`config.mk`:
```
export PLATFORM = sky130hd
export DESIGN_NAME = csv_field_tokenizer_unit
export DESIGN_NICKNAME = d
export VERILOG_FILES = /design/src/hdl/csvt_pkg.sv /design/src/hdl/csvt_step.sv /design/src/hdl/csv_field_tokenizer_unit.sv
export SDC_FILE = /design/constraint.sdc
export NUM_CORES = 1
export LEC_CHECK = 0
export BUFFER_PORTS_ARGS = -buffer_cell sky130_fd_sc_hd__clkbuf_2
export CAP_MARGIN = 30
export CELL_PAD_IN_SITES_DETAIL_PLACEMENT = 1
export CELL_PAD_IN_SITES_GLOBAL_PLACEMENT = 1
export CORE_MARGIN = 2
export CORE_UTILIZATION = 35
export CTS_CLUSTER_DIAMETER = 150
export CTS_CLUSTER_SIZE = 8
export DETAILED_ROUTE_END_ITERATION = 10
export HOLD_SLACK_MARGIN = 0.06
export PLACE_DENSITY = 0.63
export SLEW_MARGIN = 0
export SYNTH_ARGS = -nofsm -noshare
export SYNTH_HDL_FRONTEND = slang
export SYNTH_SLANG_ARGS = --single-unit
```
`constraint.sdc`:
```
create_clock -name clk_i -period 2.8 [get_ports clk_i]
set_input_delay 0.28 -clock clk_i [delete_from_list [all_inputs] [get_ports clk_i]]
set_output_delay 0.28 -clock clk_i [all_outputs]
set_load 0.005 [all_outputs]
```
`src/hdl/csvt_pkg.sv`:
```
// Package for the CSV field tokenizer: parser mode codes, register indexes,
// counter sizing and the structs passed between the top level and the step logic.
// No dependencies.
package csvt_pkg;

  localparam int unsigned MaxFields = 256;
  localparam int unsigned CntW      = $clog2(MaxFields);

  localparam logic [7:0] QuoteChar = 8'h22;
  localparam logic [7:0] CrChar    = 8'h0D;
  localparam logic [7:0] LfChar    = 8'h0A;
  localparam logic [7:0] SpaceChar = 8'h20;
  localparam logic [7:0] TabChar   = 8'h09;

  localparam logic [7:0] FieldDelimReset   = 8'd44;
  localparam logic [7:0] CommentDelimReset = 8'd0;

  // configuration register indexes
  localparam logic [7:0] RegFieldDelim   = 8'd0;
  localparam logic [7:0] RegCommentDelim = 8'd1;

  // parser modes
  localparam logic [2:0] ModeLineBegin  = 3'd0;
  localparam logic [2:0] ModeFieldStart = 3'd1;
  localparam logic [2:0] ModeUnquoted   = 3'd2;
  localparam logic [2:0] ModeQuoted     = 3'd3;
  localparam logic [2:0] ModeQuoteSeen  = 3'd4;
  localparam logic [2:0] ModeAfterQuote = 3'd5;
  localparam logic [2:0] ModeComment    = 3'd6;

  typedef struct packed {
    logic [2:0]      mode;
    logic [CntW-1:0] cnt;
    logic            prev_cr;
    logic            err;
  } parse_state_t;

  typedef struct packed {
    logic       data_valid;
    logic [7:0] data_byte;
    logic       field_end;
    logic       record_end;
    logic [7:0] field_index;
    logic       parse_error;
  } token_t;

endpackage

```
`src/hdl/csvt_step.sv`:
```
// Combinational step logic of the CSV field tokenizer: takes one byte and the
// current parser state, gives the next state and the token for that byte.
// Depends on csvt_pkg.
module csvt_step (
  input  csvt_pkg::parse_state_t state_i,
  input  logic [7:0]             byte_i,
  input  logic                   eoi_i,
  input  logic [7:0]             field_delim_i,
  input  logic [7:0]             comment_delim_i,
  output csvt_pkg::parse_state_t state_o,
  output csvt_pkg::token_t       token_o
);

  logic is_delim, is_comment, is_quote, is_blank, is_line_end;
  logic bump;
  logic [csvt_pkg::CntW-1:0] cnt_bumped;

  assign is_delim   = (byte_i == field_delim_i);
  assign is_comment = (comment_delim_i != 8'd0) && (byte_i == comment_delim_i);
  assign is_quote   = (byte_i == csvt_pkg::QuoteChar);
  assign is_blank   = (byte_i == csvt_pkg::SpaceChar) || (byte_i == csvt_pkg::TabChar);
  assign is_line_end = eoi_i ||
                       (((byte_i == csvt_pkg::CrChar) || (byte_i == csvt_pkg::LfChar)) &&
                        (state_i.mode != csvt_pkg::ModeQuoted));

  assign cnt_bumped = (state_i.cnt < csvt_pkg::CntW'(csvt_pkg::MaxFields - 1)) ?
                      state_i.cnt + 1'b1 : state_i.cnt;

  always_comb begin
    state_o             = state_i;
    state_o.prev_cr     = 1'b0;
    token_o.data_valid  = 1'b0;
    token_o.data_byte   = 8'd0;
    token_o.field_end   = 1'b0;
    token_o.record_end  = 1'b0;
    token_o.field_index = 8'(state_i.cnt);
    bump                = 1'b0;

    if (is_line_end) begin
      // drop the LF of a CRLF pair
      if (!(!eoi_i && byte_i == csvt_pkg::LfChar && state_i.prev_cr)) begin
        state_o.prev_cr = !eoi_i && (byte_i == csvt_pkg::CrChar);
        unique case (state_i.mode)
          csvt_pkg::ModeLineBegin: ;
          csvt_pkg::ModeFieldStart, csvt_pkg::ModeComment: begin
            token_o.record_end = 1'b1;
          end
          default: begin
            token_o.field_end  = 1'b1;
            token_o.record_end = 1'b1;
          end
        endcase
        state_o.mode = csvt_pkg::ModeLineBegin;
        state_o.cnt  = '0;
      end
    end else begin
      unique case (state_i.mode)
        csvt_pkg::ModeLineBegin, csvt_pkg::ModeFieldStart, csvt_pkg::ModeUnquoted: begin
          if (is_delim) begin
            bump         = 1'b1;
            state_o.mode = csvt_pkg::ModeFieldStart;
          end else if (is_comment) begin
            bump         = 1'b1;
            state_o.mode = csvt_pkg::ModeComment;
          end else if (is_quote) begin
            state_o.mode = csvt_pkg::ModeQuoted;
          end else begin
            token_o.data_valid = 1'b1;
            token_o.data_byte  = byte_i;
            state_o.mode       = csvt_pkg::ModeUnquoted;
          end
        end
        csvt_pkg::ModeQuoted: begin
          if (is_quote) begin
            state_o.mode = csvt_pkg::ModeQuoteSeen;
          end else begin
            token_o.data_valid = 1'b1;
            token_o.data_byte  = byte_i;
          end
        end
        csvt_pkg::ModeQuoteSeen, csvt_pkg::ModeAfterQuote: begin
          if (state_i.mode == csvt_pkg::ModeQuoteSeen && is_quote) begin
            // doubled quote: one literal quote
            token_o.data_valid = 1'b1;
            token_o.data_byte  = csvt_pkg::QuoteChar;
            state_o.mode       = csvt_pkg::ModeQuoted;
          end else if (is_blank) begin
            state_o.mode = csvt_pkg::ModeAfterQuote;
          end else if (is_delim) begin
            bump         = 1'b1;
            state_o.mode = csvt_pkg::ModeFieldStart;
          end else if (is_comment) begin
            bump         = 1'b1;
            state_o.mode = csvt_pkg::ModeComment;
          end else begin
            // stray byte after a closing quote: flag it, drop the rest of the line
            state_o.err  = 1'b1;
            bump         = 1'b1;
            state_o.mode = csvt_pkg::ModeComment;
          end
        end
        default: ;
      endcase
      if (bump) begin
        token_o.field_end = 1'b1;
        state_o.cnt       = cnt_bumped;
      end
    end

    token_o.parse_error = state_o.err;
  end

endmodule

```
`src/hdl/csv_field_tokenizer_unit.sv`:
```
// Top level of the CSV field tokenizer: input register, parser state, result
// register and the configuration registers.
// Depends on csvt_pkg and csvt_step.
//
// Usage:
//   Feed CSV text on the s_axis channel, one byte per word in tdata; raise
//   tlast on a word to mark end of text (its byte is ignored, it closes the
//   current line). Every input word gives exactly one output word on m_axis:
//   tdata carries the field content byte and the field index, tuser flags
//   data valid, field end and the sticky parse error, tlast marks the end of
//   a record. Field and comment delimiters are set over the cfg channel
//   (index 0 field delimiter, index 1 comment character, 0 = no comments);
//   write them only while no word is in flight.
// Timing:
//   Throughput is one word per cycle while m_axis_tready is high. An accepted
//   word sits in the input register, runs through the parse step and is
//   loaded into the result register that drives its token on m_axis. The parser
//   state lives in registers updated in the same cycle the result is loaded.
// Reset and stall:
//   rst_ni clears both pipeline stages, the parser state (line begin, field
//   count zero, error clear) and restores the delimiters to comma / none.
//   When m_axis_tready is low the result register holds and the input
//   register fills, then s_axis_tready drops; no word is lost or repeated.
module csv_field_tokenizer_unit (
  input  logic        clk_i,
  input  logic        rst_ni,
  // input text
  input  logic        s_axis_tvalid_i,
  output logic        s_axis_tready_o,
  input  logic [7:0]  s_axis_tdata_i,   // [7:0] in_byte
  input  logic        s_axis_tlast_i,   // end_of_input
  // tokens
  output logic        m_axis_tvalid_o,
  input  logic        m_axis_tready_i,
  output logic [15:0] m_axis_tdata_o,   // [7:0] data_byte, [15:8] field_index
  output logic [2:0]  m_axis_tuser_o,   // [0] data_valid, [1] field_end, [2] parse_error
  output logic        m_axis_tlast_o,   // record_end
  // configuration writes
  input  logic        cfg_valid_i,
  output logic        cfg_ready_o,
  input  logic [7:0]  cfg_addr_i,
  input  logic [7:0]  cfg_data_i
);

  logic [7:0] field_delim_q, comment_delim_q;

  logic       in_valid_q;
  logic [7:0] in_byte_q;
  logic       in_eoi_q;

  logic             out_valid_q;
  csvt_pkg::token_t out_tok_q;

  csvt_pkg::parse_state_t state_q, state_d;
  csvt_pkg::token_t       tok_d;

  logic out_free, advance;

  // Config port: always ready, writes land the same edge.
  assign cfg_ready_o = 1'b1;

  always_ff @(posedge clk_i or negedge rst_ni) begin
    if (!rst_ni) begin
      field_delim_q   <= csvt_pkg::FieldDelimReset;
      comment_delim_q <= csvt_pkg::CommentDelimReset;
    end else if (cfg_valid_i) begin
      unique case (cfg_addr_i)
        csvt_pkg::RegFieldDelim:   field_delim_q   <= cfg_data_i;
        csvt_pkg::RegCommentDelim: comment_delim_q <= cfg_data_i;
        default: ;
      endcase
    end
  end

  // Advance the input word into the result stage when the result register
  // is empty or being drained this cycle.
  assign out_free        = !out_valid_q || m_axis_tready_i;
  assign advance         = in_valid_q && out_free;
  assign s_axis_tready_o = !in_valid_q || out_free;

  always_ff @(posedge clk_i or negedge rst_ni) begin
    if (!rst_ni) begin
      in_valid_q <= 1'b0;
    end else if (s_axis_tready_o) begin
      in_valid_q <= s_axis_tvalid_i;
    end
  end

  always_ff @(posedge clk_i) begin
    if (s_axis_tready_o && s_axis_tvalid_i) begin
      in_byte_q <= s_axis_tdata_i;
      in_eoi_q  <= s_axis_tlast_i;
    end
  end

  csvt_step u_step (
    .state_i         (state_q),
    .byte_i          (in_byte_q),
    .eoi_i           (in_eoi_q),
    .field_delim_i   (field_delim_q),
    .comment_delim_i (comment_delim_q),
    .state_o         (state_d),
    .token_o         (tok_d)
  );

  // Commit parser state only for the word that moves into the result register.
  always_ff @(posedge clk_i or negedge rst_ni) begin
    if (!rst_ni) begin
      state_q.mode    <= csvt_pkg::ModeLineBegin;
      state_q.cnt     <= '0;
      state_q.prev_cr <= 1'b0;
      state_q.err     <= 1'b0;
    end else if (advance) begin
      state_q <= state_d;
    end
  end

  always_ff @(posedge clk_i or negedge rst_ni) begin
    if (!rst_ni) begin
      out_valid_q <= 1'b0;
    end else if (out_free) begin
      out_valid_q <= in_valid_q;
    end
  end

  always_ff @(posedge clk_i) begin
    if (advance) begin
      out_tok_q <= tok_d;
    end
  end

  assign m_axis_tvalid_o = out_valid_q;
  assign m_axis_tdata_o  = {out_tok_q.field_index, out_tok_q.data_byte};
  assign m_axis_tuser_o  = {out_tok_q.parse_error, out_tok_q.field_end, out_tok_q.data_valid};
  assign m_axis_tlast_o  = out_tok_q.record_end;

endmodule

```
## Word level (Yosys, flattened, before mapping)

Cells that the tools add are included.

- Shifts and indexed selects: 0
- Div/mod/pow operators: 0
- Reductions and logical operators: 30
- Bitwise operators: 1
- Multipliers: 0
- Add/subtract/negate cells: 1
- Equal/unequal tests: 17
- Order comparisons: 1
- Multiplexer cells: 35

Operators with widths:

| kind | count |
|---|---|
| 9-bit two-way mux | 4 |
| 9-bit one-hot mux with 3 select lines | 1 |
| 8-bit by 4-bit equality test with 1-bit output (second input constant) | 3 |
| 3-bit two-way mux | 6 |
| 1-bit two-way mux | 17 |
| 8-bit by 6-bit equality test with 1-bit output (second input constant) | 2 |
| 8-bit equality test | 2 |
| 8-bit two-way mux | 2 |
| 12-bit two-way mux | 1 |
| 11-bit two-way mux | 1 |
| 3-bit equality test (second input constant) | 3 |
| 3-bit one-hot mux with 3 select lines | 1 |
| 8-bit by 1-bit adder with 8-bit output (second input constant) | 1 |
| 8-bit by 1-bit equality test with 1-bit output (second input constant) | 1 |
| 1-bit logical AND | 8 |
| 8-bit zero test | 1 |
| 8-bit less-than comparator (second input constant) | 1 |
| 4-bit AND reduction | 2 |
| 8-bit nonzero test | 1 |
| 3-bit by 2-bit equality test with 1-bit output (second input constant) | 2 |
| 3-bit OR reduction | 2 |
| 1-bit logical OR | 5 |
| 2-bit AND reduction | 2 |
| 2-bit nonzero test | 2 |
| other kinds (11) | 14 |

- Input port bits: 30
- Word-level logic and storage cells: 101
- Memory bits (read-only): 0
- Bits in latches: 0
- Memories kept: 0
- Bits in writable memories: 0
- Register bits after elaboration: 60

## Depth between registers and ports, before layout

Gate-level depths: netlist of the first run.

- Word-level depth: 8
- Depth in mapped cells: 8
- Mapped depth without buffers: 7

## By module

Synthesis of the first run repeated with hierarchy kept, for this count alone.

- Cell total of the unflattened synthesis: 255
- Area total of the unflattened synthesis: 3,246.9 sq um

Modules (own cells, without submodules):

| module | times used | sequential area each (sq um) | area an instance (sq um) | cells an instance |
|---|---|---|---|---|
| csv_field_tokenizer_unit | 1 | 1,650.3 | 2,138.3 | 104 |
| csvt_step | 1 | 0.0 | 1,108.6 | 151 |

## Worst setup path before layout of the first run

OpenSTA, ideal clock, no wires.

- Path kind: reg-to-reg
- Start: register out_valid_q (netlist: m_axis_tvalid_o)
- End: register state_q[4] (netlist bit)
- Setup slack: 0.546 ns
- Cell stages (with the launch flop): 8
- Data arrival time: 2.134 ns
- Buffers on the path: 1
- Library setup time: 0.120 ns
- Path through: dfrtp_1 > nand2b_1 > and2_1 > clkbuf_1 > o211ai_2 > a31oi_4 > a21oi_1 > a31o_1

- Longest elaborated chain between the ends: 4

RTL lines:

| element | line | source |
|---|---|---|
| start: declaration | csv_field_tokenizer_unit.sv:51 | `logic out_valid_q;` |
| start signal: assignment | csv_field_tokenizer_unit.sv:122 | `out_valid_q <= in_valid_q;` |
| 1-bit zero test | csv_field_tokenizer_unit.sv:77 | `assign out_free = !out_valid_q \|\| m_axis_tready_i;` |
| 1-bit logical OR | csv_field_tokenizer_unit.sv:77 |  |
| 1-bit logical AND | csv_field_tokenizer_unit.sv:78 | `assign advance = in_valid_q && out_free;` |
| via advance | csv_field_tokenizer_unit.sv:57 | `logic out_free, advance;` |
| 4-bit AND reduction (no source line) | -- |  |
| end signal: assignment | csv_field_tokenizer_unit.sv:114 | `state_q <= state_d;` |
| end: declaration | csv_field_tokenizer_unit.sv:54 | `csvt_pkg::parse_state_t state_q, state_d;` |

The timed path passes the listed nets, and every way through them passes these cells.
A chain may end at the register's enable or synchronous reset.

## Final worst setup path of the first run

- Start: register in_byte_q[7]
- End: register state_q[6] (netlist bit)

- Longest elaborated chain between the ends: 8
- Elaborated cells on any way between the ends: 26
- Those cells by class: eq/ne: 8; mux: 7; reduce/logical: 11

RTL lines:

| element | line | source |
|---|---|---|
| start: declaration | csv_field_tokenizer_unit.sv:48 | `logic [7:0] in_byte_q;` |
| start signal: assignment | csv_field_tokenizer_unit.sv:91 | `in_byte_q <= s_axis_tdata_i;` |
| 8-bit by 6-bit equality test with 1-bit output (tied with other cells) | csvt_step.sv:21 | `assign is_blank = (byte_i == csvt_pkg::SpaceChar) \|\| (byte_i == csvt_pkg::TabChar);` |
| 1-bit logical OR or 1-bit logical AND (tied branches) | csvt_step.sv:21, csvt_step.sv:19 |  |
| 1-bit two-way mux (on tied branches) | csvt_step.sv:87, csvt_step.sv:62 |  |
| 1-bit two-way mux (on tied branches) | csvt_step.sv:82, csvt_step.sv:59 |  |
| 1-bit one-hot mux with 2 select lines | csvt_step.sv:57 | `unique case (state_i.mode)` |
| 1-bit two-way mux | csvt_step.sv:39 | `if (is_line_end) begin` |
| 2-bit nonzero test (no source line) | -- |  |
| 4-bit AND reduction (no source line) | -- |  |

Parallel ways exist; a longest one is shown, timed or not. The select of a mux whose other input is x is not followed.

==> impl_metrics.env, run 1 <==
export IMPL_cap_violations=0
export IMPL_dr_total_vias=2044
export IMPL_dpl_hpwl_um=4800
export IMPL_mappedNetlistArea_um2=2910
export IMPL_clk_transition_reported_paths_ns=0.07
export IMPL_tritoncts_num_buffers=9
export IMPL_finalSetupTns_ns=0
export IMPL_timing_critical_path_fanout_max=11
export IMPL_initial_utilization_pct=35.7
export IMPL_synthDominantCellAreaShare_pct=29.9
export IMPL_postRouteAntennaNets=0
export IMPL_grt_pass1_wl_um=11000
export IMPL_status="finished clean"
export IMPL_num_antenna_cells=0
export IMPL_grt_remaining_overflow=0
export IMPL_synth_most_common_cell="sky130_fd_sc_hd__edfxtp_1"
export IMPL_max_vdd_ir_drop_v=0.000292
export IMPL_finalSetupViolations=0
export IMPL_number_of_enable_type_register_cells_in_the_synthesized_netlist=29
export IMPL_drt_iter0_drc=54
export IMPL_critical_path_endpoint_type="register"
export IMPL_die_area_um2=9050
export IMPL_ctsHtreeMaxLevel=3
export IMPL_clockRootBuffer="sky130_fd_sc_hd__clkbuf_8"
export IMPL_worst_pin_slew_ns=0.808
export IMPL_finalWirelength_um=6520
export IMPL_post_synth_cell_area_avg_um2=12.5
export IMPL_fp_row_count=33
export IMPL_grt_start_max_net_pins=32
export IMPL_synth_sequential_area_ratio_pct=56.8
export IMPL_synth_largest_area_cell="sky130_fd_sc_hd__edfxtp_1"
export IMPL_globalRouteMet3Util_pct=4.43
export IMPL_grt_busiest_layer="met2"
export IMPL_place_congestion=0.775
export IMPL_period_share_pct=86.9
export IMPL_rsz_0062_raised_after_global_routing="no"
export IMPL_netlist_cell_type_count=53
export IMPL_globalRouteMet2Util_pct=26.6
export IMPL_cts_root_to_sink_buffers=2
export IMPL_timing_critical_path_arrival_ns=2.71
export IMPL_dieHeight_um=95.2
export IMPL_fmaxAchievable_mhz=411
export IMPL_drcViolationCount=0
export IMPL_core_area_um2=8130
export IMPL_hold_path_cell_count=1
export IMPL_ys_warn_count=0
export IMPL_postSynthCellCount=233
export IMPL_drive_gt1_share_pct=33.3
export IMPL_synthesis_nets=264
export IMPL_die_x_um=95.2
export IMPL_async_reset_ff_share_pct=51.7
export IMPL_synth_seq_cells=60
export IMPL_area_growth_syn_to_layout_pct=21.2
export IMPL_worstSkewPairLatency_ns=0.33
export IMPL_nNetsFinal=323
export IMPL_timing_max_transition_violations_final=0
export IMPL_fin_hold_ws_ns=0.120
export IMPL_power_leakage_nw=1.56
export IMPL_netlist_top_cells_area="sky130_fd_sc_hd__edfxtp_1, sky130_fd_sc_hd__dfrtp_1, sky130_fd_sc_hd__mux2_2, sky130_fd_sc_hd__xor2_1, sky130_fd_sc_hd__dfstp_2"
export IMPL_overall_routing_resource_usage_pct=16.2
export IMPL_finalWorstPathRequiredPeriod_ns=2.43
export IMPL_post_cts_resized_instances=0
export IMPL_power_per_cell_area_nw_per_um2=607
export IMPL_critical_path_required_ns=3.07
export IMPL_antenna_found_initial=0
export IMPL_ys_top_cells_by_count="sky130_fd_sc_hd__edfxtp_1, sky130_fd_sc_hd__dfrtp_1, sky130_fd_sc_hd__mux2_2"
export IMPL_report_final_hold_viol_count=0
export IMPL_clkSinkCount=60
export IMPL_groute_layer_met1_usage_pct=20.6
export IMPL_via_per_inst=5.08
export IMPL_final_setup_skew_ns=0.00800
export IMPL_drt_pass1_iterations=4
export IMPL_postSynth_topFlopCell="sky130_fd_sc_hd__edfxtp_1"
export IMPL_final_core_utilization_pct=43.3
export IMPL_worstSetupPathType="register to register"
export IMPL_pin_count=53
export IMPL_first_global_vias=2162
export IMPL_max_slew_margin_rel_pct=46.2
export IMPL_hold_path_class="input pin to register"
export IMPL_crit_path_start_kind="register"
export IMPL_wire_per_inst_um=16.2
export IMPL_worstRegToRegCells=6
export IMPL_cts_tree="built"
export IMPL_buffer_ports_inserted=51
## sequential cells by signal (all words and copies together), names as in the netlist
register / flops
comment_delim_q: 8
in_valid_q: 1
m_axis_tlast_o: 1
state_q: 13
m_axis_tdata_o: 16
m_axis_tuser_o: 3
m_axis_tvalid_o: 1
in_byte_q: 8
field_delim_q: 8
in_eoi_q: 1
## kinds of logic (layout without fill, tap and decap cells)
kind of cell             count (synthesis)  in the layout  synth area share (%)
XOR/XNOR                                17             17                  5.12
AO/OA/AOI/OAI                           31             31                  9.34
multiplexers                            25             25                  9.42
adder cells (fa/ha/maj)                  1              1                 0.430
other                                    1              1                 0.129
AND/OR/NAND/NOR                         88             88                  17.1
buffers and inverters                   10             74                  1.72
flip-flops                              60             60                  56.8
## worst max-delay path: stages (launching register included)
cell and delay, ns:
sky130_fd_sc_hd__edfxtp_1 0.51, sky130_fd_sc_hd__or3_4 0.45, sky130_fd_sc_hd__or4_4 0.57, sky130_fd_sc_hd__o221ai_2 0.48, sky130_fd_sc_hd__nand2_1 0.11, sky130_fd_sc_hd__a21oi_1 0.14
sky130_fd_sc_hd__a31o_1 0.11
## placed cells by master, fill, tap and decap left out, drive strengths merged, types with 4 or more instances in the layout
master  instances
edfxtp         29
nand2          15
clkbuf         62
a31o            4
xor2           16
nand2b          9
a21oi           8
buf             4
and2            9
nor2           15
mux2i           6
dfrtp          28
mux2           19
and3            5
nand3           7
o211ai          5
nand4           5
nor4            6
## final timing paths
kind | to | from | slack (ns)
worst min-delay path | in_byte_q[7]$_DFFE_PP_ | s_axis_tdata_i[7] | 0.12
worst max register to register | state_q[6]$_DFFE_PN0P_ | in_byte_q[7]$_DFFE_PP_ | 0.37
worst max-delay path | state_q[6]$_DFFE_PN0P_ | in_byte_q[7]$_DFFE_PP_ | 0.37
worst min register to register | m_axis_tvalid_o$_DFFE_PN0P_ | in_valid_q$_DFFE_PN0N_ | 0.50
min in group asynchronous | state_q[7]$_DFFE_PN0P_ | rst_ni | 0.58
max in group asynchronous | comment_delim_q[5]$_DFFE_PN0P_ | rst_ni | 1.70
## timing repair
action	in CTS	in global routing
setup buffers	0	0
hold buffers	1	0
hold endpoints to repair	10	0
## per-stage QoR
stage	std cells	setup WS, ns	instance area [µm²]	power [mW]
4_1_cts	402	0.322	3520	2.18
2_1_floorplan	233	0.546	2910	1.14
6_report	402	0.367	3520	2.14
3_3_place_gp	385	0.403	3280	1.23
3_5_place_dp	385	0.354	3280	1.23
5_1_grt	402	0.210	3520	2.24
## routing by layer
metal / routed length (µm) / vias to the layer above
met4: 102 / 0
met1: 2890 / 1017
li1: - / 979
met5: 0 / -
met3: 228 / 6
met2: 3300 / 42
## power by group
| group | switching (mW) | leakage (nW) | total [mW] | internal [mW] |
|---|---|---|---|---|
| Sequential | 0.0417 | 0.697 | 1.03 | 0.984 |
| Combinational | 0.0951 | 0.747 | 0.184 | 0.0888 |
| Clock | 0.339 | 0.117 | 0.928 | 0.589 |
## area by class of cell
type | instances | area (µm²)
fillers | 897 | 4610
flip-flops and latches | 60 | 1650
multi-input cells | 163 | 1210
repair buffers | 56 | 295
clock buffers | 11 | 131
well taps | 105 | 131
clock inverters | 5 | 100
inverters | 2 | 7.51
Power figures use the tool's default switching activity.
==> run 2: changes to the inputs <==
- ABC_AREA: default -> 1
- HOLD_SLACK_MARGIN: 0.06 -> 0.05
- PLACE_DENSITY: 0.63 -> 0.66
==> run 2 against run 1 <==
Compared with the run above: final cell count grew 30%; critical path type unchanged; sequential share of layout area shrank 1.4 points; largest power group unchanged; maximum frequency grew 18%; critical endpoint is now state_q[4]$_DFFE_PN0P_; non-clock buffer count shrank 4; critical path depth grew 6; register-to-register slack gained 0.37 ns.
==> impl_metrics.env, run 2 <==
export IMPL_status="finished clean"
export IMPL_clk_transition_reported_paths_ns=0.08
export IMPL_synth_largest_area_cell="sky130_fd_sc_hd__edfxtp_1"
export IMPL_drcViolationCount=0
export IMPL_cts_root_to_sink_buffers=2
export IMPL_timing_max_transition_violations_final=0
export IMPL_cap_violations=0
export IMPL_netlist_top_cells_area="sky130_fd_sc_hd__edfxtp_1, sky130_fd_sc_hd__dfrtp_1, sky130_fd_sc_hd__nand2_1, sky130_fd_sc_hd__inv_1, sky130_fd_sc_hd__nor2_1"
export IMPL_finalSetupTns_ns=0
export IMPL_postSynth_topFlopCell="sky130_fd_sc_hd__edfxtp_1"
export IMPL_post_synth_cell_area_avg_um2=8.59
export IMPL_fp_row_count=34
export IMPL_power_per_cell_area_nw_per_um2=609
export IMPL_netlist_cell_type_count=37
export IMPL_num_antenna_cells=0
export IMPL_period_share_pct=73.6
export IMPL_ys_top_cells_by_count="sky130_fd_sc_hd__nand2_1, sky130_fd_sc_hd__inv_1, sky130_fd_sc_hd__edfxtp_1"
export IMPL_postSynthCellCount=356
export IMPL_async_reset_ff_share_pct=51.7
export IMPL_final_cell_mix="sky130_fd_sc_hd__nand2_1, sky130_fd_sc_hd__clkbuf_2, sky130_fd_sc_hd__inv_1"
export IMPL_fin_hold_ws_ns=0.0371
export IMPL_finalWorstPathRequiredPeriod_ns=2.06
export IMPL_drive_gt1_share_pct=22.8
export IMPL_timing_critical_path_fanout_max=14
export IMPL_fmaxAchievable_mhz=485
export IMPL_dr_total_vias=2525
export IMPL_synth_most_common_cell="sky130_fd_sc_hd__nand2_1"
export IMPL_postCtsHoldBufs=0
export IMPL_nNetsFinal=442
export IMPL_mappedNetlistArea_um2=3060
export IMPL_synthDominantCellAreaShare_pct=28.5
export IMPL_wire_per_inst_um=13.9
export IMPL_crit_path_start_kind="register"
export IMPL_tritoncts_num_buffers=9
export IMPL_setup_worst_path_start="in_byte_q[1]$_DFFE_PP_"
export IMPL_core_area_um2=8590
export IMPL_drt_pass1_iterations=4
export IMPL_place_congestion=0.950
export IMPL_dpl_cell_count=508
export IMPL_worstRegToRegCells=12
export IMPL_initial_utilization_pct=35.6
export IMPL_finalSetupViolations=0
export IMPL_cts_tree="built"
export IMPL_critical_path_required_ns=3.03
export IMPL_timing_critical_path_arrival_ns=2.29
export IMPL_pin_count=53
export IMPL_regToRegSetupSlack_ns=0.74
export IMPL_largest_register_ff_count=16
export IMPL_power_leakage_nw=1.74
export IMPL_area_growth_syn_to_layout_pct=18.8
export IMPL_die_area_um2=9500
export IMPL_postRouteAntennaNets=0
export IMPL_worst_pin_slew_ns=0.853
export IMPL_final_area_um2=3630
export IMPL_clockRootBuffer="sky130_fd_sc_hd__clkbuf_8"
export IMPL_final_setup_skew_ns=0.0121
export IMPL_grt_start_max_net_pins=32
export IMPL_report_final_hold_viol_count=0
export IMPL_overall_routing_resource_usage_pct=16.4
export IMPL_buffer_ports_inserted=51
export IMPL_critical_path_endpoint_type="register"
export IMPL_finalWirelength_um=7300
export IMPL_dpl_instance_area_um2=3410
export IMPL_max_vdd_ir_drop_v=0.000301
export IMPL_post_cts_resized_instances=0
export IMPL_grt_remaining_overflow=0
export IMPL_first_global_vias=2594
export IMPL_dpl_hpwl_um=5580
export IMPL_dieHeight_um=97.5
export IMPL_via_per_inst=4.82
export IMPL_clkSinkCount=60
export IMPL_cts_repair_timing_setup_buffer_count=0
export IMPL_synth_sequential_area_ratio_pct=53.9
export IMPL_rsz_0062_raised_after_global_routing="no"
export IMPL_r2r_start="in_byte_q[1]$_DFFE_PP_"
export IMPL_layoutNonFillerInstCount=524
export IMPL_antenna_found_initial=0
export IMPL_hold_path_class="input pin to asynchronous set/reset pin"
export IMPL_most_common_library_cell_in_the_layout_ignoring_fill_and_taps="sky130_fd_sc_hd__nand2_1"
export IMPL_max_slew_margin_rel_pct=43.2
export IMPL_synthesis_nets=387
export IMPL_synth_seq_cells=60
export IMPL_die_x_um=97.5
export IMPL_critical_path_reg2reg_endpoint="state_q[4]$_DFFE_PN0P_"
export IMPL_worstSetupPathType="register to register"
export IMPL_ctsHtreeMaxLevel=3
export IMPL_grt_pass1_wl_um=12500
export IMPL_worstSkewPairLatency_ns=0.34
export IMPL_number_of_enable_type_register_cells_in_the_synthesized_netlist=29
export IMPL_ys_warn_count=0
export IMPL_drt_iter0_drc=102
[run 2: through the flow]
stage | worst slack, ns | power (mW) | util [%]
after floorplan | 1.05 | 1.23 | -
final | 0.739 | 2.21 | 42.3
after global placement | 0.750 | 1.35 | 39.7
after global routing | 0.507 | 2.33 | 42.3
after CTS | 0.725 | 2.25 | 42.3
after detailed placement | 0.736 | 1.35 | 39.7
[run 2: worst max-delay path by stage]
stage                              endpoint  slack [ns]
global placement     state_q[9]$_DFFE_PN0P_        0.75
floorplan           state_q[10]$_DFFE_PN0P_        1.05
finish               state_q[4]$_DFFE_PN0P_        0.74
detailed placement   state_q[4]$_DFFE_PN0P_        0.74
global route         state_q[8]$_DFFE_PN0P_        0.51
CTS                  state_q[4]$_DFFE_PN0P_        0.73
[run 2: logic make-up after synthesis]
group / after synthesis / synth area share [%]
AND/OR/NAND/NOR: 200 / 30.2
flip-flops: 60 / 53.9
buffers and inverters: 55 / 7.36
AO/OA/AOI/OAI: 29 / 5.11
XOR/XNOR: 10 / 2.86
adder cells (fa/ha/maj): 1 / 0.409
other: 1 / 0.123
[run 2: cell type report]
class	count	area (µm²)
clock buffers	10	138
clock inverters	6	87.6
flip-flops and latches	60	1650
repair buffers	52	263
multi-input cells	241	1180
well taps	108	135
inverters	47	176
fillers	1052	4960
[run 2: worst max-delay path, cell delays in order (launching register included)]
cell and delay, ns:
sky130_fd_sc_hd__edfxtp_1 0.49, sky130_fd_sc_hd__inv_2 0.16, sky130_fd_sc_hd__nand2_1 0.08, sky130_fd_sc_hd__nor3_1 0.16, sky130_fd_sc_hd__nand2_1 0.12, sky130_fd_sc_hd__nand2_2 0.09, sky130_fd_sc_hd__nand2_2 0.07, sky130_fd_sc_hd__nand2_4 0.16
sky130_fd_sc_hd__inv_2 0.16, sky130_fd_sc_hd__nand3_4 0.17, sky130_fd_sc_hd__nand3_4 0.14, sky130_fd_sc_hd__nand2_1 0.09, sky130_fd_sc_hd__nand2_1 0.06
[run 2: routing by layer]
metal	wire, µm	GRT usage [%]
met5	0	0
met4	134	6.62
met3	271	3.24
met2	3600	27.1
met1	3300	21.2
[run 2: power breakdown]
part           switching [mW]  leakage (nW)  internal (mW)  total, mW
logic                   0.163         0.945         0.0984      0.261
registers              0.0546         0.689           1.01       1.07
clock network           0.360         0.106          0.524      0.884
==> run 3: changes to the inputs <==
- clock period: 2.8 -> 2 ns (I/O delays scaled with it)
==> run 3 against run 2 <==
Compared with the run above: clock power increased by 35%; sequential share of layout area is 2.7 points lower; design area grew 6.3%; power increased by 40%; combinational power is 61% higher; worst hold slack gained 0.036 ns; setup slack worse by 0.67 ns; register-to-register slack got worse by 0.67 ns; non-clock buffer count rose by 26; critical path depth fell by 2; count of clock-buffer cells in the layout grew 1.
==> impl_metrics.env, run 3 (synthesis gave the netlist of run 2 again) <==
export IMPL_status="finished clean"
export IMPL_area_growth_syn_to_layout_pct=26.3
export IMPL_grt_start_max_net_pins=32
export IMPL_fmaxAchievable_mhz=519
export IMPL_hold_path_class="input pin to register"
export IMPL_finalWirelength_um=7720
export IMPL_largest_register_ff_count=16
export IMPL_power_per_cell_area_nw_per_um2=802
export IMPL_period_share_pct=96.3
export IMPL_worstSkewPairLatency_ns=0.34
export IMPL_postRouteAntennaNets=0
export IMPL_antenna_found_initial=0
export IMPL_power_leakage_nw=1.85
export IMPL_dpl_hpwl_um=5800
export IMPL_report_final_hold_viol_count=0
export IMPL_worst_pin_slew_ns=0.816
export IMPL_layoutNonFillerInstCount=550
export IMPL_cts_tree="built"
export IMPL_finalSetupViolations=0
export IMPL_cap_violations=0
export IMPL_timing_max_transition_violations_final=0
export IMPL_max_slew_margin_rel_pct=45.6
export IMPL_timing_critical_path_fanout_max=6
export IMPL_die_x_um=97.5
export IMPL_cts_root_to_sink_buffers=2
export IMPL_finalWorstPathRequiredPeriod_ns=1.93
export IMPL_tritoncts_num_buffers=9
export IMPL_dieHeight_um=97.5
export IMPL_place_congestion=0.979
export IMPL_drcViolationCount=0
export IMPL_timing_critical_path_arrival_ns=2.03
export IMPL_initial_utilization_pct=35.6
export IMPL_fin_hold_ws_ns=0.0731
export IMPL_max_vdd_ir_drop_v=0.000454
export IMPL_clk_transition_reported_paths_ns=0.07
export IMPL_core_area_um2=8590
export IMPL_drive_gt1_share_pct=26.2
export IMPL_wire_per_inst_um=14.0
export IMPL_nNetsFinal=468
export IMPL_num_antenna_cells=0
export IMPL_dpl_cell_count=516
export IMPL_overall_routing_resource_usage_pct=17.4
export IMPL_clkSinkCount=60
export IMPL_final_cell_mix="sky130_fd_sc_hd__nand2_1, sky130_fd_sc_hd__clkbuf_2, sky130_fd_sc_hd__inv_1"
export IMPL_grt_pass1_wl_um=13200
export IMPL_critical_path_required_ns=2.10
export IMPL_die_area_um2=9500
export IMPL_report_power_total_mw=3.10
export IMPL_drt_iter0_drc=114
export IMPL_rsz_0062_raised_after_global_routing="yes"
export IMPL_finalSetupTns_ns=0
export IMPL_ctsHtreeMaxLevel=3
export IMPL_fp_row_count=34
export IMPL_pin_count=53
export IMPL_first_global_vias=2812
export IMPL_clockRootBuffer="sky130_fd_sc_hd__clkbuf_8"
export IMPL_most_common_library_cell_in_the_layout_ignoring_fill_and_taps="sky130_fd_sc_hd__nand2_1"
export IMPL_buffer_ports_inserted=51
export IMPL_critical_path_endpoint_type="register"
export IMPL_final_setup_skew_ns=0.00833
export IMPL_via_per_inst=4.76
export IMPL_drt_pass1_iterations=4
export IMPL_grt_remaining_overflow=0
export IMPL_dr_total_vias=2619
export IMPL_crit_path_start_kind="register"
export IMPL_worstSetupPathType="register to register"
[run 3: what timing repair did]
| action | 4_1_cts | 5_1_grt |
|---|---|---|
| endpoints found under the setup margin | 1 | 12 |
| endpoints found under the hold margin | 37 | 0 |
| gates resized for setup | 0 | 9 |
| pin swaps | 0 | 4 |
| setup buffers | 1 | 7 |
| hold buffers | 10 | 0 |
[run 3: worst paths after layout]
kind,slack (ns),end,start,cells after the start
worst max-delay path,0.07,m_axis_tdata_o[3]$_SDFFCE_PN0P_,in_byte_q[0]$_DFFE_PP_,10
worst min-delay path,0.07,in_valid_q$_DFFE_PN0N_,s_axis_tvalid_i,3
worst max register to register,0.07,m_axis_tdata_o[3]$_SDFFCE_PN0P_,in_byte_q[0]$_DFFE_PP_,10
worst min register to register,0.48,state_q[0]$_DFFE_PN0P_,state_q[0]$_DFFE_PN0P_,2
max in group asynchronous,0.99,state_q[3]$_DFFE_PN0P_,rst_ni,2
min in group asynchronous,0.47,state_q[9]$_DFFE_PN0P_,rst_ni,2
[run 3: critical path, cell delays in order, from the launching register on]
cell                       delay [ns]
sky130_fd_sc_hd__edfxtp_1        0.50
sky130_fd_sc_hd__buf_6           0.18
sky130_fd_sc_hd__buf_4           0.13
sky130_fd_sc_hd__xnor2_2         0.14
sky130_fd_sc_hd__nand2_1         0.08
sky130_fd_sc_hd__nor2_1          0.09
sky130_fd_sc_hd__nand2_1         0.09
sky130_fd_sc_hd__nand2_2         0.10
sky130_fd_sc_hd__a21oi_2         0.07
sky130_fd_sc_hd__buf_4           0.17
sky130_fd_sc_hd__and3_1          0.14
[run 3: cell type report]
cell class | count | area (µm²)
repair buffers | 78 | 487
well taps | 108 | 135
flip-flops and latches | 60 | 1650
multi-input cells | 241 | 1200
clock buffers | 11 | 131
clock inverters | 5 | 77.6
inverters | 47 | 179
fillers | 1057 | 4730
[run 3: stage by stage]
step                setup WS (ns)  utilization (%)  area (µm²)
floorplan                   0.250                -        3060
CTS                        0.0125             44.0        3780
detailed placement         0.0126             40.4        3470
global route              -0.0388             45.0        3860
global placement          -0.0360             40.4        3470
finish                     0.0738             45.0        3860
[run 3: layer usage]
metal	part of all wire, %	vias to the layer above	wire length [µm]	global-route usage, %
li1	-	1309	-	-
met1	43	1245	3320	20.3
met2	52	54	4010	31.0
met3	3.3	11	257	4.03
met4	1.7	0	134	6.41
met5	0	-	0	0
[run 3: power by group]
group          internal, mW  switching (mW)  total (mW)  leakage [nW]
Combinational         0.176           0.244       0.420          1.06
Clock                 0.698           0.488        1.19         0.103
Sequential             1.42          0.0735        1.49         0.689
Total                  2.29           0.805        3.10          1.85
